==> config.mk <==
export PLATFORM = sky130hd
export DESIGN_NAME = sprite_view_transform_depth_sort
export DESIGN_NICKNAME = d
export VERILOG_FILES = /design/src/hdl/svtds_pkg.sv /design/src/hdl/sprite_view_transform_depth_sort.sv /design/src/hdl/svtds_mac.sv /design/src/hdl/svtds_ram.sv
export SDC_FILE = /design/constraint.sdc
export NUM_CORES = 2
export LEC_CHECK = 0
export BUFFER_PORTS_ARGS = -buffer_cell sky130_fd_sc_hd__buf_2
export CAP_MARGIN = 20
export CORE_AREA = 2 2 617 619
export CTS_CLUSTER_SIZE = 12
export DETAILED_ROUTE_END_ITERATION = 6
export DIE_AREA = 0 0 619 621
export SLEW_MARGIN = 20
export SYNTH_ARGS = -nofsm -noshare
export SYNTH_HDL_FRONTEND = slang
export SYNTH_HIERARCHICAL = 1
export SYNTH_SLANG_ARGS = --single-unit
==> constraint.sdc <==
create_clock -name clk -period 10.9 [get_ports clk]
set_clock_uncertainty 0.2 [all_clocks]
set_input_delay 1.09 -clock clk [delete_from_list [all_inputs] [get_ports clk]]
set_output_delay 1.09 -clock clk [all_outputs]
set_load 0.1 [all_outputs]
==> src/hdl/svtds_pkg.sv <==
package svtds_pkg;

    // Fixed field widths of the sprite interface.
    localparam int COORD_W    = 24;
    localparam int DIFF_W     = 25;
    localparam int ROT_W      = 16;
    localparam int PROF_W     = 8;
    localparam int PROD_W     = DIFF_W + ROT_W;
    localparam int ACC_W      = PROD_W + 1;
    localparam int CFG_IDX_W  = 3;
    localparam int CFG_DATA_W = 24;

    // Register indexes of the configuration port.
    localparam logic [CFG_IDX_W-1:0] REG_VIEWER_X = 3'd0;
    localparam logic [CFG_IDX_W-1:0] REG_VIEWER_Y = 3'd1;
    localparam logic [CFG_IDX_W-1:0] REG_ROT_COS  = 3'd2;
    localparam logic [CFG_IDX_W-1:0] REG_ROT_SIN  = 3'd3;

    // Saturation limits of a Q15.8 coordinate.
    localparam logic [COORD_W-1:0] Q8_MAX = 24'h7F_FFFF;
    localparam logic [COORD_W-1:0] Q8_MIN = 24'h80_0000;

    // One stored sprite after the view transform.
    typedef struct packed {
        logic signed [COORD_W-1:0] vx;
        logic signed [COORD_W-1:0] depth;
        logic [PROF_W-1:0]         prof;
    } entry_t;

    // Operation issued to the shared multiply-accumulate unit.
    typedef struct packed {
        logic valid;
        logic clr;
        logic sub;
    } mac_op_t;

endpackage

==> src/hdl/sprite_view_transform_depth_sort.sv <==
// Sprite view transform and depth sort.
// Input channel: one word per sprite (world_x, world_y, profile_id,
// last_sprite), taken when in_valid is high and in_stall is low. Each stored
// sprite is taken in ST_IDLE, then passes the transform steps in the shared
// multiply-accumulate unit that forms the rotated position. A sprite that
// arrives with the store full is dropped and sets the overflow flag; if it
// is marked last_sprite, the sort of the stored set still starts. After the
// word marked last_sprite, the n stored sprites are sorted farthest first in
// the sprite memory through its single read and single write port. Results
// then leave one per cycle on the output channel (out_valid, out_stall) while
// out_stall is low; the first is fetched in ST_EMIT_START and ST_EMIT_HEAD.
// Only sprites with positive depth are sent; if there is none, one word with
// none_visible set is sent. in_stall is high out of ST_IDLE: during a sprite's
// transform, and after the last sprite until the final result is loaded into
// the output register; a new set may start while that word waits. When the
// receiver stalls, the output word holds and the emit sequence waits.
// Configuration writes (cfg_we, cfg_index, cfg_data) take effect at once;
// each sprite uses the values in force when it is taken. Reset clears the
// stored count and the overflow flag and loads the register defaults.
module sprite_view_transform_depth_sort #(
    parameter int MAX_SPRITES = 32
) (
    input  logic                                    clk,
    input  logic                                    rst_n,
    input  logic                                    cfg_we,
    input  logic [svtds_pkg::CFG_IDX_W-1:0]         cfg_index,
    input  logic [svtds_pkg::CFG_DATA_W-1:0]        cfg_data,
    input  logic                                    in_valid,
    output logic                                    in_stall,
    input  logic signed [svtds_pkg::COORD_W-1:0]    world_x,
    input  logic signed [svtds_pkg::COORD_W-1:0]    world_y,
    input  logic [svtds_pkg::PROF_W-1:0]            profile_id,
    input  logic                                    last_sprite,
    output logic                                    out_valid,
    input  logic                                    out_stall,
    output logic signed [svtds_pkg::COORD_W-1:0]    view_x,
    output logic signed [svtds_pkg::COORD_W-1:0]    view_depth,
    output logic [svtds_pkg::PROF_W-1:0]            out_profile_id,
    output logic                                    last_result,
    output logic                                    none_visible,
    output logic                                    overflowed
);

    localparam int AW = $clog2(MAX_SPRITES);
    localparam int CW = $clog2(MAX_SPRITES + 1);

    // Steps of the transform sequence.
    localparam logic [2:0] XF_CDX  = 3'd0;
    localparam logic [2:0] XF_SDY  = 3'd1;
    localparam logic [2:0] XF_SDX  = 3'd2;
    localparam logic [2:0] XF_CDY  = 3'd3;
    localparam logic [2:0] XF_WAIT = 3'd4;
    localparam logic [2:0] XF_STORE = 3'd5;

    typedef enum logic [3:0] {
        ST_IDLE,
        ST_XFORM,
        ST_SORT_START,
        ST_SORT_FIRST,
        ST_SORT_CMP,
        ST_SORT_TAIL,
        ST_EMIT_START,
        ST_EMIT_HEAD,
        ST_EMIT_NEXT
    } state_t;

    state_t state_reg;

    // Configuration registers.
    logic signed [svtds_pkg::COORD_W-1:0] viewer_x_reg;
    logic signed [svtds_pkg::COORD_W-1:0] viewer_y_reg;
    logic signed [svtds_pkg::ROT_W-1:0]   rot_cos_reg;
    logic signed [svtds_pkg::ROT_W-1:0]   rot_sin_reg;

    // Sprite being transformed.
    logic signed [svtds_pkg::DIFF_W-1:0]  dx_reg;
    logic signed [svtds_pkg::DIFF_W-1:0]  dy_reg;
    logic signed [svtds_pkg::ROT_W-1:0]   cos_reg;
    logic signed [svtds_pkg::ROT_W-1:0]   sin_reg;
    logic [svtds_pkg::PROF_W-1:0]         prof_reg;
    logic                                 last_reg;
    logic [2:0]                           step_reg;
    logic signed [svtds_pkg::COORD_W-1:0] vx_reg;

    // Set bookkeeping and sort/emit pointers.
    logic [CW-1:0]      count_reg;
    logic               ovf_reg;
    logic [AW-1:0]      e_reg;
    logic [AW-1:0]      j_reg;
    logic [CW-1:0]      i_reg;
    svtds_pkg::entry_t  cur_reg;
    svtds_pkg::entry_t  hold_reg;

    // Output word.
    logic                                 out_valid_reg;
    logic signed [svtds_pkg::COORD_W-1:0] view_x_reg;
    logic signed [svtds_pkg::COORD_W-1:0] view_depth_reg;
    logic [svtds_pkg::PROF_W-1:0]         out_prof_reg;
    logic                                 last_result_reg;
    logic                                 none_visible_reg;
    logic                                 overflowed_reg;

    // Shared unit and memory connections.
    svtds_pkg::mac_op_t                   mac_op;
    logic signed [svtds_pkg::DIFF_W-1:0]  mac_a;
    logic signed [svtds_pkg::ROT_W-1:0]   mac_b;
    logic signed [svtds_pkg::COORD_W-1:0] mac_q8;
    logic                                 ram_we;
    logic [AW-1:0]                        ram_waddr;
    svtds_pkg::entry_t                    ram_wdata;
    logic                                 ram_re;
    logic [AW-1:0]                        ram_raddr;
    svtds_pkg::entry_t                    rdata;

    logic          accept;
    logic          out_free;
    logic          out_load;
    logic          next_bigger;
    logic          has_next;
    logic          visible0;
    logic [AW-1:0] j_inc;
    logic [AW-1:0] j_inc2;
    logic [CW-1:0] i_inc;

    svtds_mac u_mac (
        .clk   (clk),
        .rst_n (rst_n),
        .op    (mac_op),
        .a     (mac_a),
        .b     (mac_b),
        .q8    (mac_q8)
    );

    svtds_ram #(
        .DEPTH (MAX_SPRITES)
    ) u_ram (
        .clk   (clk),
        .we    (ram_we),
        .waddr (ram_waddr),
        .wdata (ram_wdata),
        .re    (ram_re),
        .raddr (ram_raddr),
        .rdata (rdata)
    );

    // Configuration writes.
    always_ff @(posedge clk or negedge rst_n)
    begin
        if (!rst_n)
        begin
            viewer_x_reg <= '0;
            viewer_y_reg <= '0;
            rot_cos_reg  <= 16'sd16384;
            rot_sin_reg  <= '0;
        end
        else if (cfg_we)
        begin
            unique case (cfg_index)
                svtds_pkg::REG_VIEWER_X: viewer_x_reg <= cfg_data;
                svtds_pkg::REG_VIEWER_Y: viewer_y_reg <= cfg_data;
                svtds_pkg::REG_ROT_COS:  rot_cos_reg  <= cfg_data[svtds_pkg::ROT_W-1:0];
                svtds_pkg::REG_ROT_SIN:  rot_sin_reg  <= cfg_data[svtds_pkg::ROT_W-1:0];
                default: ;
            endcase
        end
    end

    // Handshake and compare flags.
    assign in_stall    = (state_reg != ST_IDLE);
    assign accept      = in_valid && !in_stall;
    assign out_free    = !out_valid_reg || !out_stall;
    assign out_load    = ((state_reg == ST_EMIT_HEAD) && !visible0 && out_free) ||
                         ((state_reg == ST_EMIT_NEXT) && out_free);
    assign next_bigger = $signed(cur_reg.depth) < $signed(rdata.depth);
    assign has_next    = (i_reg < count_reg) && ($signed(rdata.depth) > 0);
    assign visible0    = $signed(rdata.depth) > 0;
    assign j_inc       = j_reg + 1'b1;
    assign j_inc2      = j_inc + 1'b1;
    assign i_inc       = i_reg + 1'b1;

    // Operand selection for the shared multiply-accumulate unit.
    always_comb
    begin
        mac_op = '0;
        mac_a  = dy_reg;
        mac_b  = cos_reg;
        if (state_reg == ST_XFORM)
        begin
            unique case (step_reg)
                XF_CDX:
                begin
                    mac_op = '{valid: 1'b1, clr: 1'b1, sub: 1'b0};
                    mac_a  = dx_reg;
                    mac_b  = cos_reg;
                end
                XF_SDY:
                begin
                    mac_op = '{valid: 1'b1, clr: 1'b0, sub: 1'b1};
                    mac_a  = dy_reg;
                    mac_b  = sin_reg;
                end
                XF_SDX:
                begin
                    mac_op = '{valid: 1'b1, clr: 1'b1, sub: 1'b0};
                    mac_a  = dx_reg;
                    mac_b  = sin_reg;
                end
                XF_CDY:
                begin
                    mac_op = '{valid: 1'b1, clr: 1'b0, sub: 1'b0};
                    mac_a  = dy_reg;
                    mac_b  = cos_reg;
                end
                default: ;
            endcase
        end
    end

    // Memory port control for store, sort and emit.
    always_comb
    begin
        ram_we    = 1'b0;
        ram_waddr = '0;
        ram_wdata = cur_reg;
        ram_re    = 1'b0;
        ram_raddr = '0;
        unique case (state_reg)
            ST_XFORM:
            begin
                if (step_reg == XF_STORE)
                begin
                    ram_we    = 1'b1;
                    ram_waddr = count_reg[AW-1:0];
                    ram_wdata = '{vx: vx_reg, depth: mac_q8, prof: prof_reg};
                end
            end
            ST_SORT_START, ST_EMIT_START:
            begin
                ram_re = 1'b1;
            end
            ST_SORT_FIRST:
            begin
                ram_re    = 1'b1;
                ram_raddr = j_inc;
            end
            ST_SORT_CMP:
            begin
                // The larger of the pair is written back, the smaller moves on.
                ram_we    = 1'b1;
                ram_waddr = j_reg;
                ram_wdata = next_bigger ? rdata : cur_reg;
                if (j_inc != e_reg)
                begin
                    ram_re    = 1'b1;
                    ram_raddr = j_inc2;
                end
            end
            ST_SORT_TAIL:
            begin
                ram_we    = 1'b1;
                ram_waddr = e_reg;
                ram_wdata = cur_reg;
                if (e_reg != AW'(1))
                begin
                    ram_re = 1'b1;
                end
            end
            ST_EMIT_HEAD:
            begin
                if (visible0 && (count_reg > CW'(1)))
                begin
                    ram_re    = 1'b1;
                    ram_raddr = AW'(1);
                end
            end
            ST_EMIT_NEXT:
            begin
                if (out_free && has_next && (i_inc < count_reg))
                begin
                    ram_re    = 1'b1;
                    ram_raddr = i_inc[AW-1:0];
                end
            end
            default: ;
        endcase
    end

    // Sequencer with its registered outputs.
    always_ff @(posedge clk or negedge rst_n)
    begin
        if (!rst_n)
        begin
            state_reg        <= ST_IDLE;
            dx_reg           <= '0;
            dy_reg           <= '0;
            cos_reg          <= '0;
            sin_reg          <= '0;
            prof_reg         <= '0;
            last_reg         <= 1'b0;
            step_reg         <= '0;
            vx_reg           <= '0;
            count_reg        <= '0;
            ovf_reg          <= 1'b0;
            e_reg            <= '0;
            j_reg            <= '0;
            i_reg            <= '0;
            cur_reg          <= '0;
            hold_reg         <= '0;
            out_valid_reg    <= 1'b0;
            view_x_reg       <= '0;
            view_depth_reg   <= '0;
            out_prof_reg     <= '0;
            last_result_reg  <= 1'b0;
            none_visible_reg <= 1'b0;
            overflowed_reg   <= 1'b0;
        end
        else
        begin
            // The output word is valid from its load until it is taken.
            if (out_load)
            begin
                out_valid_reg <= 1'b1;
            end
            else if (!out_stall)
            begin
                out_valid_reg <= 1'b0;
            end

            unique case (state_reg)
                ST_IDLE:
                begin
                    if (accept)
                    begin
                        dx_reg   <= svtds_pkg::DIFF_W'(world_x) -
                                    svtds_pkg::DIFF_W'(viewer_x_reg);
                        dy_reg   <= svtds_pkg::DIFF_W'(world_y) -
                                    svtds_pkg::DIFF_W'(viewer_y_reg);
                        cos_reg  <= rot_cos_reg;
                        sin_reg  <= rot_sin_reg;
                        prof_reg <= profile_id;
                        last_reg <= last_sprite;
                        if (count_reg < CW'(MAX_SPRITES))
                        begin
                            step_reg  <= XF_CDX;
                            state_reg <= ST_XFORM;
                        end
                        else
                        begin
                            // Store full: drop the sprite.
                            ovf_reg <= 1'b1;
                            if (last_sprite)
                            begin
                                e_reg     <= AW'(MAX_SPRITES - 1);
                                state_reg <= ST_SORT_START;
                            end
                        end
                    end
                end
                ST_XFORM:
                begin
                    step_reg <= step_reg + 1'b1;
                    if (step_reg == XF_CDY)
                    begin
                        vx_reg <= mac_q8;
                    end
                    if (step_reg == XF_STORE)
                    begin
                        count_reg <= count_reg + 1'b1;
                        if (!last_reg)
                        begin
                            state_reg <= ST_IDLE;
                        end
                        else if (count_reg == '0)
                        begin
                            state_reg <= ST_EMIT_START;
                        end
                        else
                        begin
                            e_reg     <= count_reg[AW-1:0];
                            state_reg <= ST_SORT_START;
                        end
                    end
                end
                ST_SORT_START:
                begin
                    j_reg     <= '0;
                    state_reg <= ST_SORT_FIRST;
                end
                ST_SORT_FIRST:
                begin
                    cur_reg   <= rdata;
                    state_reg <= ST_SORT_CMP;
                end
                ST_SORT_CMP:
                begin
                    if (!next_bigger)
                    begin
                        cur_reg <= rdata;
                    end
                    if (j_inc == e_reg)
                    begin
                        state_reg <= ST_SORT_TAIL;
                    end
                    else
                    begin
                        j_reg <= j_inc;
                    end
                end
                ST_SORT_TAIL:
                begin
                    if (e_reg == AW'(1))
                    begin
                        state_reg <= ST_EMIT_START;
                    end
                    else
                    begin
                        e_reg     <= e_reg - 1'b1;
                        j_reg     <= '0;
                        state_reg <= ST_SORT_FIRST;
                    end
                end
                ST_EMIT_START:
                begin
                    state_reg <= ST_EMIT_HEAD;
                end
                ST_EMIT_HEAD:
                begin
                    if (visible0)
                    begin
                        hold_reg  <= rdata;
                        i_reg     <= CW'(1);
                        state_reg <= ST_EMIT_NEXT;
                    end
                    else if (out_free)
                    begin
                        // Nothing in front of the viewer.
                        view_x_reg       <= '0;
                        view_depth_reg   <= '0;
                        out_prof_reg     <= '0;
                        last_result_reg  <= 1'b1;
                        none_visible_reg <= 1'b1;
                        overflowed_reg   <= ovf_reg;
                        count_reg        <= '0;
                        ovf_reg          <= 1'b0;
                        state_reg        <= ST_IDLE;
                    end
                end
                ST_EMIT_NEXT:
                begin
                    if (out_free)
                    begin
                        view_x_reg       <= hold_reg.vx;
                        view_depth_reg   <= hold_reg.depth;
                        out_prof_reg     <= hold_reg.prof;
                        last_result_reg  <= !has_next;
                        none_visible_reg <= 1'b0;
                        overflowed_reg   <= ovf_reg;
                        if (has_next)
                        begin
                            hold_reg <= rdata;
                            i_reg    <= i_inc;
                        end
                        else
                        begin
                            count_reg <= '0;
                            ovf_reg   <= 1'b0;
                            state_reg <= ST_IDLE;
                        end
                    end
                end
                default:
                begin
                    state_reg <= ST_IDLE;
                end
            endcase
        end
    end

    assign out_valid      = out_valid_reg;
    assign view_x         = view_x_reg;
    assign view_depth     = view_depth_reg;
    assign out_profile_id = out_prof_reg;
    assign last_result    = last_result_reg;
    assign none_visible   = none_visible_reg;
    assign overflowed     = overflowed_reg;

`ifndef NO_ASSERTIONS
    // The stored count never passes the capacity.
    a_count_bound: assert property (@(posedge clk) disable iff (!rst_n)
        count_reg <= CW'(MAX_SPRITES))
        else $error("sprite count beyond capacity");

    // An empty-set word is the only word of its set and carries no position.
    a_none_form: assert property (@(posedge clk) disable iff (!rst_n)
        (out_valid && none_visible) |->
        (last_result && (view_x == '0) && (view_depth == '0) && (out_profile_id == '0)))
        else $error("malformed none_visible word");

    // Every sprite sent lies in front of the viewer.
    a_visible_depth: assert property (@(posedge clk) disable iff (!rst_n)
        (out_valid && !none_visible) |-> ($signed(view_depth) > 0))
        else $error("sprite sent with non-positive depth");

    // The emit sequence never loads a new word over one that is still stalled.
    a_no_overwrite: assert property (@(posedge clk) disable iff (!rst_n)
        (out_valid && out_stall) |=> $stable(view_depth) && $stable(out_profile_id))
        else $error("output word changed while stalled");
`endif

endmodule

==> src/hdl/svtds_mac.sv <==
module svtds_mac (
    input  logic                                 clk,
    input  logic                                 rst_n,
    input  svtds_pkg::mac_op_t                   op,
    input  logic signed [svtds_pkg::DIFF_W-1:0]  a,
    input  logic signed [svtds_pkg::ROT_W-1:0]   b,
    output logic signed [svtds_pkg::COORD_W-1:0] q8
);

    svtds_pkg::mac_op_t                  op_reg;
    logic signed [svtds_pkg::PROD_W-1:0] prod_reg;
    logic signed [svtds_pkg::PROD_W-1:0] prod_next;
    logic signed [svtds_pkg::ACC_W-1:0]  acc_reg;
    logic signed [svtds_pkg::ACC_W-1:0]  acc_next;
    logic signed [svtds_pkg::ACC_W-1:0]  prod_ext;
    logic signed [svtds_pkg::ACC_W-1:0]  rnd;
    logic signed [svtds_pkg::ACC_W-15:0] shifted;

    // Product stage.
    assign prod_next = a * b;

    // Accumulate stage: add or subtract the registered product, from zero on clr.
    assign prod_ext = svtds_pkg::ACC_W'(prod_reg);
    always_comb
    begin
        acc_next = op_reg.clr ? '0 : acc_reg;
        if (op_reg.sub)
        begin
            acc_next = acc_next - prod_ext;
        end
        else
        begin
            acc_next = acc_next + prod_ext;
        end
    end

    always_ff @(posedge clk or negedge rst_n)
    begin
        if (!rst_n)
        begin
            op_reg   <= '0;
            prod_reg <= '0;
            acc_reg  <= '0;
        end
        else
        begin
            op_reg   <= op;
            prod_reg <= prod_next;
            if (op_reg.valid)
            begin
                acc_reg <= acc_next;
            end
        end
    end

    // Round the Q.22 sum half up to Q.8, then saturate to 24 bits.
    assign rnd     = acc_reg + svtds_pkg::ACC_W'(8192);
    assign shifted = rnd[svtds_pkg::ACC_W-1:14];

    always_comb
    begin
        if ((&shifted[27:23]) || !(|shifted[27:23]))
        begin
            q8 = shifted[svtds_pkg::COORD_W-1:0];
        end
        else if (shifted[27])
        begin
            q8 = svtds_pkg::Q8_MIN;
        end
        else
        begin
            q8 = svtds_pkg::Q8_MAX;
        end
    end

endmodule

==> src/hdl/svtds_ram.sv <==
module svtds_ram #(
    parameter int DEPTH = 32
) (
    input  logic                     clk,
    input  logic                     we,
    input  logic [$clog2(DEPTH)-1:0] waddr,
    input  svtds_pkg::entry_t        wdata,
    input  logic                     re,
    input  logic [$clog2(DEPTH)-1:0] raddr,
    output svtds_pkg::entry_t        rdata
);

    svtds_pkg::entry_t mem [DEPTH];
    svtds_pkg::entry_t rdata_reg;

    // One write and one registered read per cycle.
    always_ff @(posedge clk)
    begin
        if (we)
        begin
            mem[waddr] <= wdata;
        end
        if (re)
        begin
            rdata_reg <= mem[raddr];
        end
    end

    assign rdata = rdata_reg;

endmodule

Word-level counts from Yosys, hierarchy flattened
Memories as Yosys holds them, arrays and structs flattened. A register that Yosys moved wholly into a read port is not among the register bits.
Cells that the tools add are included.
{"block": "word_totals", "regBits": 483, "ram_bits": 1792, "inputBits": 89, "output_inout_bits": 61, "wordCells": 243, "memories": 1}
{"block": "op_classes", "n_addsub": 11, "mul": 1, "order_cmp": 6, "n_eq_ne": 39, "mux": 98, "reduce_logical": 51}
{"name": "u_ram.mem", "depth": 32, "width": 56, "read_ports": 1, "rd_ports_with_merged_regs": 1, "wr": 1, "line_no": "svtds_ram.sv:13", "source": "svtds_pkg::entry_t mem [DEPTH];"}
{"operator": "two-way mux 56 bit", "n": 6}
{"operator": "one-hot mux 56 bit (2 select lines)", "n": 3}
{"operator": "two-way mux 24 bit", "n": 6}
{"operator": "one-hot mux 24 bit (2 select lines)", "n": 2}
{"operator": "two-way mux 42 bit", "n": 2}
{"operator": "two-way mux 5 bit", "n": 12}
{"operator": "two-way mux 25 bit", "n": 2}
{"operator": "subtractor 24 x 24 -> 25 bit", "n": 2}
{"operator": "two-way mux 6 bit", "n": 8}
{"operator": "one-hot mux 5 bit (3 select lines)", "n": 3}
{"operator": "adder 42 x 15 -> 42 bit, second input constant", "n": 1}
{"operator": "adder 42 x 41 -> 42 bit", "n": 1}
{"operator": "subtractor 42 x 41 -> 42 bit", "n": 1}
{"operator": "multiplier 25 x 16 -> 41 bit", "n": 1}
{"operator": "two-way mux 4 bit", "n": 9}
{"operator": "one-hot mux 4 bit (9 select lines)", "n": 1}
{"operator": "two-way mux 16 bit", "n": 2}
{"operator": "!= test 2 bit, second input constant", "n": 16}
{"operator": "greater-than comparator 24 x 1 -> 1 bit, second input constant", "n": 1}
{"operator": "< comparator 24 bit", "n": 1}
{"operator": "two-way mux 8 bit", "n": 3}
{"operator": "two-way mux 1 bit", "n": 21}
{"operator": "one-hot mux 5 bit (4 select lines)", "n": 1}
{"operator": "two-way mux 3 bit", "n": 6}
{"operator": "other kinds (47)", "n": 95}

Depth between registers and ports, before layout
{"block": "logic_depth", "depth_word": 7, "ltp_mapped": 31, "depth_no_buf": 30}

By module
The synthesis kept the hierarchy.
{"mod": "svtds_ram", "n_inst": 1, "cells_each": 3917, "area_each_um2": 71354.7, "seq_area_each_um2": 55493.2}
{"mod": "svtds_mac", "n_inst": 1, "cells_each": 2362, "area_each_um2": 21074.0, "seq_area_each_um2": 2152.1}
{"mod": "sprite_view_transform_depth_sort", "n_inst": 1, "cells_each": 2088, "area_each_um2": 20658.6, "seq_area_each_um2": 9935.8}

Worst setup path after synthesis
OpenSTA, ideal clock, no wires.
{"block": "synth_path", "kind": "reg-to-reg", "startpoint": "reg state_reg[3]", "endpoint": "reg u_mac/prod_reg[31] (netlist bit)", "setup_ns": 0.131, "t_arrival_ns": 7.490, "t_required_ns": 10.569, "setup_slack_ns": 3.079, "path_stages_with_launch": 30, "path_buffers": 3, "synth_period_minus_slack_ns": 7.821, "path_cell_list": "dfrtp_1 > clkbuf_8 > nor2_1 > nand3_1 > nor3_2 > buf_2 > mux2_2 > clkbuf_1 > nand2_1 > fa_1 > inv_1 > fa_1 > inv_1 > fa_1 > inv_1 > fa_1 > fa_1 > inv_1 > fa_1 > inv_1 > ha_1 > a21oi_1 > o21ai_0 > a2111oi_0 > nor2_1 > a21boi_0 > nor2_1 > nor3_1 > o21ai_0 > xor2_1"}
{"block": "synth_via", "elab_chain_len": 3, "elab_cells_between_ends": 4, "cone_classes": "mul: 1; eq/ne: 1; mux: 2"}
{"item": "start: declaration", "line_no": "sprite_view_transform_depth_sort.sv:67", "source": "state_t state_reg;"}
{"item": "start signal: assignment", "line_no": "sprite_view_transform_depth_sort.sv:293", "source": "state_reg <= ST_IDLE;"}
{"item": "start signal: assignment", "line_no": "sprite_view_transform_depth_sort.sv:345", "source": "state_reg <= ST_XFORM;"}
{"item": "start signal: assignment", "line_no": "sprite_view_transform_depth_sort.sv:354", "source": "state_reg <= ST_SORT_START;"}
{"item": "equality test 4 x 1 -> 1 bit", "line_no": "sprite_view_transform_depth_sort.sv:187", "source": "if (state_reg == ST_XFORM)"}
{"item": "two-way mux 25 bit", "line_no": "sprite_view_transform_depth_sort.sv:187"}
{"item": "net mac_a (one bit)", "line_no": "sprite_view_transform_depth_sort.sv:105", "source": "logic signed [svtds_pkg::DIFF_W-1:0] mac_a;"}
{"item": "multiplier 25 x 16 -> 41 bit", "line_no": "svtds_mac.sv:20", "source": "assign prod_next = a * b;"}
{"item": "net u_mac.prod_next (one bit)", "line_no": "svtds_mac.sv:12", "source": "logic signed [svtds_pkg::PROD_W-1:0] prod_next;"}
{"item": "end signal: assignment", "line_no": "svtds_mac.sv:48", "source": "prod_reg <= prod_next;"}
{"item": "end: declaration", "line_no": "svtds_mac.sv:11", "source": "logic signed [svtds_pkg::PROD_W-1:0] prod_reg;"}
The timed path passes the listed nets, and every way through them passes these cells.
A chain may end at the register's enable or synchronous reset.

Worst setup path after layout
{"block": "layout_path", "startpoint": "reg state_reg[2]", "endpoint": "reg u_mac/prod_reg[31] (netlist bit)"}
{"block": "layout_via", "elab_chain_len": 3, "elab_cells_between_ends": 4, "cone_classes": "mul: 1; eq/ne: 1; mux: 2"}
{"item": "equality test 4 x 1 -> 1 bit", "line_no": "sprite_view_transform_depth_sort.sv:187"}
{"item": "two-way mux 16 bit", "line_no": "sprite_view_transform_depth_sort.sv:187"}
{"item": "net mac_b (one bit)", "line_no": "sprite_view_transform_depth_sort.sv:106", "source": "logic signed [svtds_pkg::ROT_W-1:0] mac_b;"}
{"item": "multiplier 25 x 16 -> 41 bit", "line_no": "svtds_mac.sv:20"}
{"item": "net u_mac.prod_next (one bit)", "line_no": "svtds_mac.sv:12"}
The timed path passes the listed nets, and every way through them passes these cells.

==> flow_summary.toml <==
[setup_path]
end_kind = "flop"
critPathKind = "reg2reg"
arrival_ps = 9830
crit_required_ps = 11400
r2r_slack_ps = 1570
critPathLaunchType = "flop"
critPathSlowestCell = "a2111oi_0"
slowest_delay_ps = 720
cp_max_fo = 27
cpMostUsedCell = "fa_1"

[synthesis]
synth-simple-area-share_pct = 7.04
async_reset_ff_share_pct = 20.7
syn_area_um2 = 113000
synthAdderAreaFrac_pct = 9.54
synth_common_cells = "edfxtp_1, mux2i_1, nand2_1, inv_1, dfrtp_1"
yosysSeqAreaShare_pct = 59.8
synth_xor_area_share_pct = 1.57
synth_area_leaders = "edfxtp_1, dfrtp_1, mux2i_1"
ys_types = 110
yosysWarnings = 6
synthMuxAreaShare_pct = 10.4
syn_area_per_cell_um2 = 13.5
syn_nets = 9084
synth_top_family_by_area = "multiplexers"
synth-main-ff-cell = "edfxtp_1"
synth-compound-area-share_pct = 7.40
synth_edf_count = 1848
synth.most_common_cell = "edfxtp_1"
ys_seq_elements = 2331
synth_area_leader_cell = "edfxtp_1"
synth_top_area_share_pct = 49.1
netlist_instances = 8367

[route]
initialDrtViolationCount = 6489
wirelength_um = 318000
dr.pass1.iters = 6
drcViolationCount = 0
vias_per_cell = 5.06
vias = 69100
ant_nets = 0
routedWlPerCell_um = 23.3

[timing]
rsz0062_at_grt = "no"
setup_viol = 0
fin_ws_ps = 1570
timing.hold.ws_ps = 242
fin_setup_tns_ps = 0
finalHoldViolations = 0
slew_viol_final = 0
slew_headroom_pct = 19.2
max_freq_ghz = 0.107
period_share_pct = 85.6
tightest_slew_ps = 1210
fin_crit_ps = 9330

[cells_and_area]
nets = 9192
largest_reg_flops = 1792
regMostFlops = "u_ram/mem"
fill_cells = 36700
syn_to_final_growth_pct = 12.2
fin_area_um2 = 127000
drive_gt1_share_pct = 11.2

[placed_design]
hpwl_um = 190000
place.gp.congestion = 0.856
pre_cts_ws_ps = 1300
postPlaceCellArea_um2 = 119000
portBuffers = 149

[cts]
root_buffer = "clkbuf_16"
cts_made_buffers = 237
clock_latency_ps = 940
cts_max_level = 4
clock_path_buffers = 4
path_clk_slew_ps = 60
cts_tree = "done"
clkSinkCount = 2331
cts_setup_buffers = 0

[floorplan]
core_um2 = 378000
placementRows = 226
dieArea_um2 = 384000
die_w_um = 619
io_pins = 150
start_util_pct = 29.9
fp.dieH_um = 621

[global_route]
grt_use_met2_pct = 27.3
grt_util_met1_pct = 21.4
busiest_layer = "met2"
grt_max_degree = 119
groute.layer.met3.usage_pct = 2.19
grt.overflow.total = 0
track_usage_pct = 16.2
grt_pass1_vias = 70000
antenna_found_initial = 24
grt_first_pass_wirelength_um = 469000

[hold_path]
hp-class = "in2reg"

[flow_run]
maxCapViolations = 0

[status]
status = "finished clean"
-- what timing repair did --
action / CTS / global route
resized for setup: 0 / 0
endpoints found under the hold margin: 8 / 0
hold buffers: 1 / 0
setup endpoints to repair: 0 / 0
-- layout by cell type, fill, tap and decap left out, drive strengths merged, types with 65 or more instances in the layout --
master / n
a21o: 65
a21oi: 330
a22o: 115
a22oi: 227
a31oi: 72
and2: 174
buf: 284
clkbuf: 365
dfrtp: 482
edfxtp: 1848
fa: 391
ha: 237
inv: 655
mux2: 225
mux2i: 925
nand2: 820
nand3: 224
nor2: 181
nor3: 99
o21ai: 322
xnor2: 137
-- cell families after synthesis --
family	Yosys count
buf+inv	1068
fa+ha+maj	628
simple gates	1701
mux	1150
compound gates	1291
xor+xnor	198
flops	2331
-- metrics by stage --
step	util, %	std cells
after floorplan	-	8367
after global placement	31.6	13200
after detailed placement	31.6	13200
after CTS	33.5	13700
after global routing	33.6	13700
final	33.6	13700
-- cell type report --
| type | instances | area [um^2] | share of cell area [%] |
|---|---|---|---|
| Inverter | 652 | 2450 | 1.93 |
| Sequential cell | 2331 | 67600 | 53.2 |
| Clock inverter | 47 | 559 | 0.441 |
| Clock buffer | 365 | 6590 | 5.19 |
| Tap cell | 5016 | 6280 | 4.94 |
| Timing Repair Buffer | 285 | 1930 | 1.52 |
| Multi-Input combinational cell | 4968 | 41500 | 32.7 |
| Antenna cell | 9 | 22.5 | 0.0177 |
-- critical path: cells and delay by family, from the launching register on --
family,cells,cell delay [ps]
compound gates,5,1630
xor+xnor,1,160
fa+ha+maj,7,3380
buf+inv,6,600
flops,1,670
mux,1,670
simple gates,7,1750
-- path summary, 6_finish.rpt --
check,endpoint,from,cells after the start
worst max-delay path,u_mac/prod_reg[31],state_reg[2],27
worst min-delay path,prof_reg[0],profile_id[0],3
worst max register to register,u_mac/prod_reg[31],state_reg[2],27
worst min register to register,cos_reg[0],rot_cos_reg[0],2
max in group asynchronous,viewer_x_reg[21],rst_n,4
min in group asynchronous,view_x[23],rst_n,2
-- per-layer routing --
| metal | vias to the layer above | share of wire [%] |
|---|---|---|
| li1 | 30300 | - |
| met1 | 35800 | 42 |
| met2 | 2403 | 48 |
| met3 | 549 | 6.3 |
| met4 | 6 | 3.3 |
| met5 | - | 0.014 |
Power is left out: the tool's default activity adds up to more than one toggle a clock period on the data nets, which glitch-free logic cannot reach.
